File: config.mk
export PLATFORM = sky130hd
export DESIGN_NAME = maa_ctrl
export DESIGN_NICKNAME = d
export VERILOG_FILES = /design/src/maa_pkg.sv /design/src/maa_ctrl.sv
export SDC_FILE = /design/constraint.sdc
export NUM_CORES = 1
export LEC_CHECK = 0
export ABC_AREA = 1
export BUFFER_PORTS_ARGS = -buffer_cell sky130_fd_sc_hd__buf_2
export CAP_MARGIN = 20
export CORE_AREA = 5 5 42 44
export DETAILED_ROUTE_END_ITERATION = 10
export DIE_AREA = 0 0 47 49
export GPL_TIMING_DRIVEN = 0
export MAX_ROUTING_LAYER = met4
export SLEW_MARGIN = 20
export SYNTH_ARGS = -nofsm -noshare
export SYNTH_HDL_FRONTEND = slang
export SYNTH_SLANG_ARGS = --single-unit
File: constraint.sdc
create_clock -name clock -period 1.21 [get_ports clock]
set_input_delay 0 -clock clock [delete_from_list [all_inputs] [get_ports clock]]
set_output_delay 0 -clock clock [all_outputs]
set_load 0.01 [all_outputs]
File: src/maa_pkg.sv
`timescale 1ns / 1ps

package maa_pkg;

   localparam int DEFAULT_COST_BITS       = 32;
   localparam int DEFAULT_EXP_TABLE_DEPTH = 2048;

   localparam int TEMP_BITS      = 10;
   localparam int STEP_BITS      = 16;
   localparam int RAND_BITS      = 10;
   localparam int THRESH_BITS    = 10;
   localparam int CSR_INDEX_BITS = 1;
   localparam int CSR_DATA_BITS  = 16;
   localparam int EXP_BITS       = 32;

   localparam logic [CSR_INDEX_BITS-1:0] REG_MAX_TEMPERATURE       = 1'd0;
   localparam logic [CSR_INDEX_BITS-1:0] REG_STEPS_PER_TEMPERATURE = 1'd1;

   localparam logic [TEMP_BITS-1:0] DEFAULT_MAX_TEMP   = 10'd500;
   localparam logic [STEP_BITS-1:0] DEFAULT_STEPS      = 16'd1;
   localparam logic [EXP_BITS-1:0]  ONE_Q31            = 32'h8000_0000;
   localparam logic [EXP_BITS-1:0]  HALF_Q31           = 32'h4000_0000;
   localparam logic [EXP_BITS-1:0]  EXP_STEP_Q31       = 32'd2139111403;
   localparam logic [THRESH_BITS-1:0] THRESH_SCALE     = 10'd1000;

   typedef struct packed {
      logic capture;
      logic div_start;
      logic commit;
   } ctrl_cmd_type;

   typedef struct packed {
      logic fill_done;
      logic fast_path;
      logic div_done;
   } dp_status_type;

endpackage

File: src/maa_ctrl.sv
`timescale 1ns / 1ps

module maa_ctrl import maa_pkg::*; (
   input  logic          clock,
   input  logic          reset,
   input  logic          req_valid,
   output logic          req_ready,
   output logic          rsp_valid,
   input  logic          rsp_ready,
   output ctrl_cmd_type  cmd,
   input  dp_status_type status
);

   localparam logic [2:0] ST_FILL = 3'd0;
   localparam logic [2:0] ST_IDLE = 3'd1;
   localparam logic [2:0] ST_EVAL = 3'd2;
   localparam logic [2:0] ST_DIV  = 3'd3;
   localparam logic [2:0] ST_LOOK = 3'd4;
   localparam logic [2:0] ST_DONE = 3'd5;

   logic [2:0] state_ff, state_in;
   logic       rsp_valid_ff, rsp_valid_in;
   logic       out_free;

   assign out_free  = !rsp_valid_ff || rsp_ready;
   assign req_ready = state_ff == ST_IDLE;

   always_comb begin
      state_in      = state_ff;
      cmd.capture   = 1'b0;
      cmd.div_start = 1'b0;
      cmd.commit    = 1'b0;
      case (state_ff)
         ST_FILL: begin
            if (status.fill_done) begin
               state_in = ST_IDLE;
            end
         end
         ST_IDLE: begin
            if (req_valid) begin
               cmd.capture = 1'b1;
               state_in    = ST_EVAL;
            end
         end
         ST_EVAL: begin
            if (status.fast_path) begin
               state_in = ST_DONE;
            end else begin
               cmd.div_start = 1'b1;
               state_in      = ST_DIV;
            end
         end
         ST_DIV: begin
            if (status.div_done) begin
               state_in = ST_LOOK;
            end
         end
         ST_LOOK: begin
            state_in = ST_DONE;
         end
         ST_DONE: begin
            if (out_free) begin
               cmd.commit = 1'b1;
               state_in   = ST_IDLE;
            end
         end
         default: begin
            state_in = ST_FILL;
         end
      endcase
   end

   assign rsp_valid_in = cmd.commit || (rsp_valid_ff && !rsp_ready);

   always_ff @(posedge clock) begin
      if (reset) begin
         state_ff     <= ST_FILL;
         rsp_valid_ff <= 1'b0;
      end else begin
         state_ff     <= state_in;
         rsp_valid_ff <= rsp_valid_in;
      end
   end

   assign rsp_valid = rsp_valid_ff;

endmodule

Yosys cells after proc, flatten, opt, wreduce, memory -nomap -nowiden
Index checks and enable logic that the tools add are counted.
{"block": "word_totals", "wordCells": 30, "regBits": 4, "in_bits": 7}
{"block": "op_classes", "eq_ne": 9, "n_reduce_logical": 7, "muxes": 12}
{"op": "one-hot mux 3 bit (6 select lines)", "n": 1}
{"op": "two-way mux 3 bit", "n": 5}
{"op": "inequality test 2 bit (second input constant)", "n": 4}
{"op": "equality test 3 x 2 -> 1 bit (second input constant)", "n": 2}
{"op": "equality test 3 bit (second input constant)", "n": 2}
{"op": "two-way mux 1 bit", "n": 6}
{"op": "AND reduction 4 bit", "n": 1}
{"op": "equality test 3 x 1 -> 1 bit (second input constant)", "n": 1}
{"op": "logical NOT 3 bit", "n": 1}
{"op": "logical NOT 1 bit", "n": 2}
{"op": "logical OR 1 bit", "n": 2}
{"op": "logical AND 1 bit", "n": 1}

Depth between registers and ports, before layout
Gate-level depths: netlist of the first run.
{"block": "logic_depth", "ltp_word": 5, "depth_mapped": 8}

Least setup slack after synthesis of the first run
No wires, ideal clock.
{"block": "synth_path", "path_type": "register to register", "from": "register state_ff[2]", "to": "register state_ff[1]", "period_less_slack_ps": 1060, "path_buffers": 0, "slack_ps": 150, "setup_time_ps": 113, "required_ps": 1097, "stages_incl_launch_ff": 9, "arrival_ps": 947, "path_cell_list": "dfxtp_1 inv_2 nand2_2 nor2_2 nand2_2 nand2_2 nor2_2 nor2_1 nor2_1"}
{"block": "synth_via", "elab_chain_len": 3, "word_cells_on_any_way": 12, "classes_between": "eq/ne (9); mux (1); reduce/logical (2)"}
{"element": "start: declaration", "line": "maa_ctrl.sv:21", "rtl": "logic [2:0] state_ff, state_in;"}
{"element": "start signal: assignment", "line": "maa_ctrl.sv:80", "rtl": "state_ff <= state_in;"}
{"element": "equality test 3 x 1 -> 1 bit (*)"}
{"element": "via req_ready", "line": "maa_ctrl.sv:7", "rtl": "output logic req_ready,"}
{"element": "inequality test 2 bit (no line)"}
{"element": "AND reduction 4 bit (no line)"}
Mark *: on every way through the listed nets, which the timed path passes. The rest lies on a longest branch.
A chain may end at the register's enable or synchronous reset.

Worst setup path after layout of the first run
{"block": "layout_path", "from": "register state_ff[2]", "to": "register state_ff[1]"}
{"block": "layout_via", "elab_chain_len": 3, "word_cells_on_any_way": 12, "classes_between": "eq/ne (9); mux (1); reduce/logical (2)"}
{"element": "equality test 3 bit (tied with other cells)", "line": "maa_ctrl.sv:33", "rtl": "case (state_ff)"}
{"element": "inequality test 2 bit (no line)"}
{"element": "AND reduction 4 bit (no line)"}
Several ways; a longest one is shown, not always the timed one.

==> impl_metrics.py, run 1 <==
metrics = {
    "route": {
        "wl_um": 641,
        "wire_per_inst_um": 7.72,
        "drtIter0Drc": 7,
        "ant_nets": 0,
        "num_vias": 335,
        "viasPerCell": 4.04,
        "dr.pass1.iters": 4,
        "drc": 0,
    },
    "pwr": {
        "powerDensity_nw_per_um2": 2190,
        "seqPwrFrac_pct": 28.3,
        "intPower_mw": 0.492,
        "cellLeakagePower_nw": 0.222,
        "comb_power_share_pct": 54.4,
        "ir_drop_mv": 0.633,
        "power.net_switching_mw": 0.424,
        "pwr-share-clk_pct": 17.3,
        "switching_share_pct": 46.2,
    },
    "clocking": {
        "postCtsSetupBuffers": 0,
        "cts_max_level": 1,
        "cts_tree": "yes",
        "cts_root_buffer": "clkbuf_4",
        "clkSinkCount": 4,
        "clock_latency_ns": 0.23,
        "ctsLongestPathBuffers": 2,
        "cts_made_buffers": 3,
        "clk_pin_slew_worst_paths_ns": 0.04,
    },
    "worst_setup_path": {
        "crit_family": "simple AND/OR/NAND/NOR gates",
        "end_kind": "flip-flop",
        "startpoint_type": "flip-flop",
        "cp_slowest_cell": "dfxtp_1",
        "critPathBufInv": 2,
        "crit_fanout": 6,
        "cp.required_ns": 1.33,
        "arrival_ns": 1.19,
        "path_class": "reg2reg",
        "cp_cell_sequence": "inv_2, nand2_2, nor2_2, inv_2, nand2_2, nor2_2, nor2_1, nor2_1",
        "worst_path_largest_cell_delay_ns": 0.32,
    },
    "worst_hold_path": {
        "hp-class": "in2reg",
    },
    "global_routing": {
        "grt.total_usage_pct": 6.63,
        "grt_pass1_vias": 268,
        "antenna_found_initial": 0,
        "grt_start_max_net_pins": 7,
        "grt_pass1_wl_um": 1000,
        "overflow": 0,
    },
    "logic_synthesis": {
        "ys_seq_elements": 4,
        "syn_inst": 52,
        "yosysUniqueCellTypes": 13,
        "yosysTopAreaCell": "dfxtp_1",
        "synth-seq-area-share_pct": 26.1,
        "syn_area_um2": 307,
        "synthesis.nets": 59,
        "syn-mean-instance-area_um2": 5.90,
        "synth_top_area_share_pct": 26.1,
        "yosysWarningCount": 0,
        "netlist_top_cells_area": "dfxtp_1 (26%), nor2_1 (15%), a21oi_1 (9.8%), inv_1 (8.6%), nand2_1 (8.6%)",
    },
    "layout": {
        "final_nets": 76,
        "fillers": 171,
        "drive_gt1_share_pct": 41.8,
        "area_growth_pct": 36.3,
        "design_area_um2": 418,
        "diodes": 0,
        "final_cell_mix": "nor2_1 (11), buf_2 (11), inv_1 (7), nand2_1 (7), a21oi_1 (6)",
    },
    "floorplanning": {
        "die-area_um2": 2300,
        "fp-row-count": 14,
        "dieWidth_um": 47,
        "coreArea_um2": 1400,
        "die_h_um": 49,
        "start_util_pct": 21.9,
        "ios": 12,
    },
    "sta": {
        "fmax_mhz": 932,
        "maxSlewViolCount": 0,
        "worst_slew_pin_slew_ns": 0.218,
        "fin_setup_tns_ns": 0,
        "rsz0062_at_grt": "false",
        "period_needed_ns": 1.07,
        "relSlewSlack_pct": 85.4,
        "hold_viol": 0,
        "setup_viol": 0,
        "fin_worst_skew_ns": 0.00156,
        "fin_crit_sh_pct": 88.7,
    },
    "placement": {
        "routabilityCongestion": 0.736,
        "dpl_cell_area_um2": 382,
        "dp_hpwl_um": 549,
        "port_buffers": 11,
    },
    "run": {
        "maxCapViolCount": 0,
    },
    "status": {
        "status": "complete, no violations",
    },
}
## sequential cells by signal, indices dropped and copies added (netlist names)
| signal | cells |
|---|---|
| state_ff | 3 |
| rsp_valid | 1 |
## logic make-up after synthesis
family / after synthesis / synth area share [%]
compound gates: 8 / 14.3
buf+inv: 10 / 12.2
flops: 4 / 26.1
simple gates: 30 / 47.3
## through the flow
step | hold slack, ns | util, % | total power [mW] | std cells | setup slack (ns)
floorplan | 0.0691 | - | 0.635 | 52 | 0.150
global placement | 0.176 | 27.2 | 0.756 | 79 | 0.0967
detailed placement | 0.179 | 27.2 | 0.756 | 79 | 0.0815
CTS | 0.106 | 29.6 | 0.928 | 83 | 0.0739
global route | 0.130 | 29.8 | 1.02 | 83 | 0.000177
finish | 0.113 | 29.8 | 0.916 | 83 | 0.137
## final timing paths
| kind | start | end | slack, ns | cells past startpoint |
|---|---|---|---|---|
| worst max register to register | state_ff[2] | state_ff[1] | 0.14 | 8 |
| worst min-delay path | rsp_ready | rsp_valid | 0.11 | 4 |
| worst max-delay path | state_ff[2] | state_ff[1] | 0.14 | 8 |
| worst min register to register | state_ff[1] | state_ff[1] | 0.54 | 2 |
## synth_stat cells
master	instances
a21oi_1	6
dfxtp_1	4
inv_1	7
inv_2	3
nand2_1	7
nand2_2	4
nand3_1	2
nand3_2	2
nand4_1	1
nor2_1	12
nor2_2	2
o21ai_0	1
o21ai_2	1
## worst reg2reg max path, stage by stage (launching register included)
cell and delay (ns):
dfxtp_1 0.32, inv_2 0.12, nand2_2 0.08, nor2_2 0.15
inv_2 0.05, nand2_2 0.06, nor2_2 0.04, nor2_1 0.09
nor2_1 0.05
## power groups by stage
stage          Clock, mW  Combinational (mW)  Sequential [mW]
2_1_floorplan          0               0.387            0.248
3_3_place_gp           0               0.497            0.259
3_5_place_dp           0               0.498            0.258
4_1_cts            0.170               0.503            0.256
5_1_grt            0.181               0.565            0.273
6_report           0.158               0.498            0.259
## routing by layer
layer  GRT usage (%)  wire length [um]  up-vias
li1                -                 -      192
met1            7.22               286      134
met2            7.92               296        7
met3            3.32                54        2
met4            6.91                 4        0
met5               -                 0        -
## what timing repair did
item | CTS | global route
hold endpoints to repair | 1 | 0
hold buffers | 1 | 0
resized for setup | 0 | 2
setup endpoints to repair | 0 | 2
## cell type report
type | count | area (um^2) | area share (%)
flip-flops and latches | 4 | 81.3 | 19.5
clock buffers | 3 | 22.5 | 5.39
repair buffers | 12 | 65.1 | 15.6
well taps | 16 | 20.0 | 4.79
multi-input cells | 38 | 191 | 45.8
inverters | 10 | 37.5 | 8.98
Power figures use the tool's default switching activity.
==> run 2, diff against run 1 <==
- ABC_AREA: 1 -> default
- BUFFER_PORTS_ARGS: -buffer_cell sky130_fd_sc_hd__buf_2 -> default
- CTS_CLUSTER_DIAMETER: default -> 40
- DONT_BUFFER_PORTS: default -> 1
==> run 2 against run 1 <==
- clock skew up 0.0051 ns
- critical path type unchanged
- global-route usage up 1.4 points
- core utilization down 1.2 points
- clock power up 16%
==> impl_metrics.py, run 2 <==
metrics = {
    "status": {
        "status": "complete, no violations",
    },
    "layout": {
        "final_cell_mix": "buf_4 (5), nand2b_1 (5), nor2_1 (3), nor2b_1 (3), clkbuf_4 (3)",
        "diodes": 0,
        "area_growth_pct": 37.2,
        "drive_gt1_share_pct": 35.7,
        "final_util_pct": 28.7,
        "largest_register_ffs": 3,
        "regMostFlops": "state_ff",
        "design_area_um2": 402,
        "fillers": 163,
        "final_nets": 51,
    },
    "floorplanning": {
        "die-area_um2": 2300,
        "die_h_um": 49,
        "coreArea_um2": 1400,
        "dieWidth_um": 47,
        "fp-row-count": 14,
        "start_util_pct": 20.9,
        "ios": 12,
    },
    "logic_synthesis": {
        "ys_seq_elements": 4,
        "synthFlopType": "dfxtp_1",
        "yosysTopAreaCell": "dfxtp_1",
        "synth-seq-area-share_pct": 27.4,
        "synth_top_area_share_pct": 27.4,
        "synthesis.nets": 41,
        "syn_inst": 34,
        "yosysWarningCount": 0,
        "syn_area_um2": 293,
        "yosysUniqueCellTypes": 21,
        "synthTopCellsByCount": "nand2b_1 (5), dfxtp_1 (4), nor2_1 (3), nor2b_1 (3)",
        "synth_edf_count": 0,
        "yosysMostFrequentCell": "nand2b_1",
        "syn-mean-instance-area_um2": 8.61,
        "netlist_top_cells_area": "dfxtp_1 (27%), nand2b_1 (11%), nor4b_4 (8.1%), nor2b_1 (6.4%), a211oi_2 (4.3%)",
        "synthArstFlopShare_pct": 0,
    },
    "placement": {
        "routabilityCongestion": 0.721,
        "dpl_cell_area_um2": 313,
        "port_buffers": 0,
        "dp_hpwl_um": 511,
    },
    "global_routing": {
        "grt_pass1_vias": 263,
        "antenna_found_initial": 0,
        "grt_start_max_net_pins": 11,
        "grt_pass1_wl_um": 1220,
        "overflow": 0,
        "grt.total_usage_pct": 8.01,
    },
    "pwr": {
        "seqPwrFrac_pct": 30.6,
        "power.net_switching_mw": 0.201,
        "fin_total_pwr_mw": 0.570,
        "comb_power_share_pct": 37.2,
        "intPower_mw": 0.369,
        "powerDensity_nw_per_um2": 1420,
        "ir_drop_mv": 0.591,
        "cellLeakagePower_nw": 0.163,
        "pwr-share-clk_pct": 32.2,
        "switching_share_pct": 35.3,
    },
    "worst_setup_path": {
        "startpoint_type": "flip-flop",
        "worst_path_largest_cell_delay_ns": 0.37,
        "crit_cells": 4,
        "cp_cell_sequence": "buf_6, nor4b_4, a311oi_2, a211oi_2",
        "cp_slowest_cell": "nor4b_4",
        "r2r_start": "state_ff[2]",
        "critPathBufInv": 1,
        "rrSetupSlack_ns": 0.01,
        "cp-startpoint": "state_ff[2]",
        "end_kind": "flip-flop",
        "regToRegEndpoint": "state_ff[1]",
        "rr_worst_depth": 4,
        "crit_family": "simple AND/OR/NAND/NOR gates",
        "crit_fanout": 7,
        "path_class": "reg2reg",
        "arrival_ns": 1.37,
        "cp.required_ns": 1.38,
    },
    "route": {
        "ant_nets": 0,
        "dr.pass1.iters": 3,
        "num_vias": 279,
        "drtIter0Drc": 2,
        "viasPerCell": 4.81,
        "wl_um": 823,
        "drc": 0,
        "wire_per_inst_um": 14.2,
    },
    "sta": {
        "fmax_mhz": 834,
        "fin_crit_sh_pct": 99.0,
        "rsz0062_at_grt": "true",
        "relSlewSlack_pct": 76.6,
        "fin_worst_skew_ns": 0.00666,
        "maxSlewViolCount": 0,
        "hold_viol": 0,
        "holdWs_ns": 0.0367,
        "period_needed_ns": 1.20,
        "worst_slew_pin_slew_ns": 0.349,
        "setup_viol": 0,
    },
    "clocking": {
        "clkSinkCount": 4,
        "ctsLongestPathBuffers": 2,
        "cts_max_level": 1,
        "cts_made_buffers": 3,
        "cts_tree": "yes",
        "cts_root_buffer": "clkbuf_4",
        "clock_latency_ns": 0.25,
        "clk_pin_slew_worst_paths_ns": 0.04,
    },
    "worst_hold_path": {
        "hold_depth": 1,
        "hold_path_end": "cmd[1]",
        "hp-start": "status[1]",
        "hp-class": "in2out",
    },
    "run": {
        "maxCapViolCount": 0,
    },
}
[run 2: cell types whose count changed after synthesis, moves of 2 or more]
| cell | before | now |
|---|---|---|
| nand2_1 | 7 | 1 |
| nand2_2 | 4 | 0 |
| nand3_1 | 2 | 0 |
| nand2b_1 | 0 | 5 |
| nor2_2 | 2 | 0 |
| a21oi_1 | 6 | 2 |
| inv_1 | 7 | 1 |
| nand3_2 | 2 | 0 |
| nor2_1 | 12 | 3 |
| nor2b_1 | 0 | 3 |
| inv_2 | 3 | 0 |
[run 2: final cells by class]
cell class                      count  area, um^2  share of cell area (%)
Tap cell                           16        20.0                    4.98
Timing Repair Buffer                5        40.0                    9.97
Inverter                            1        3.75                   0.935
Multi-Input combinational cell     27         211                    52.6
Buffer                              2        18.8                    4.67
Sequential cell                     4        85.1                    21.2
Clock buffer                        3        22.5                    5.61
[run 2: logic make-up after synthesis]
| family | synth area share (%) |
|---|---|
| flip-flops | 27.4 |
| AND/OR/NAND/NOR | 39.3 |
| buffers and inverters | 5.55 |
| AO/OA/AOI/OAI | 27.8 |
[run 2: power groups by stage]
| stage | clock network [mW] | logic [mW] | registers [mW] |
|---|---|---|---|
| after floorplan | 0 | 0.142 | 0.168 |
| after global placement | 0 | 0.163 | 0.172 |
| after detailed placement | 0 | 0.164 | 0.172 |
| after CTS | 0.182 | 0.178 | 0.171 |
| after global routing | 0.194 | 0.234 | 0.177 |
| final | 0.183 | 0.212 | 0.174 |
[run 2: repair_timing]
item | 4_1_cts | 5_1_grt
pin swaps | 1 | 3
setup endpoints to repair | 1 | 6
gates resized for setup | 2 | 6
hold buffers | 1 | 0
setup buffers | 0 | 4
endpoints found under the hold margin | 4 | 0
[run 2: per-layer routing]
metal | global-route usage (%) | vias up | share of wire (%)
met5 | - | - | 0
met2 | 12.0 | 7 | 55
met1 | 8.55 | 129 | 38
met4 | 4.15 | 0 | 1.7
met3 | 3.69 | 2 | 5.7
li1 | - | 141 | -
[run 2: worst max-delay path by stage]
stage	end	slack, ns
after floorplan	state_ff[1]	0.06
after global placement	state_ff[1]	-0.04
after detailed placement	state_ff[1]	-0.04
after CTS	state_ff[1]	0.006
after global routing	state_ff[1]	-0.07
final	state_ff[1]	0.01
[run 2: through the flow]
stage | setup TNS (ns) | setup WS (ns) | instances
floorplan | 0 | 0.0550 | 34
global placement | -0.0417 | -0.0417 | 50
detailed placement | -0.0429 | -0.0429 | 50
CTS | 0 | 0.00554 | 54
global route | -0.0698 | -0.0657 | 58
finish | 0 | 0.0117 | 58
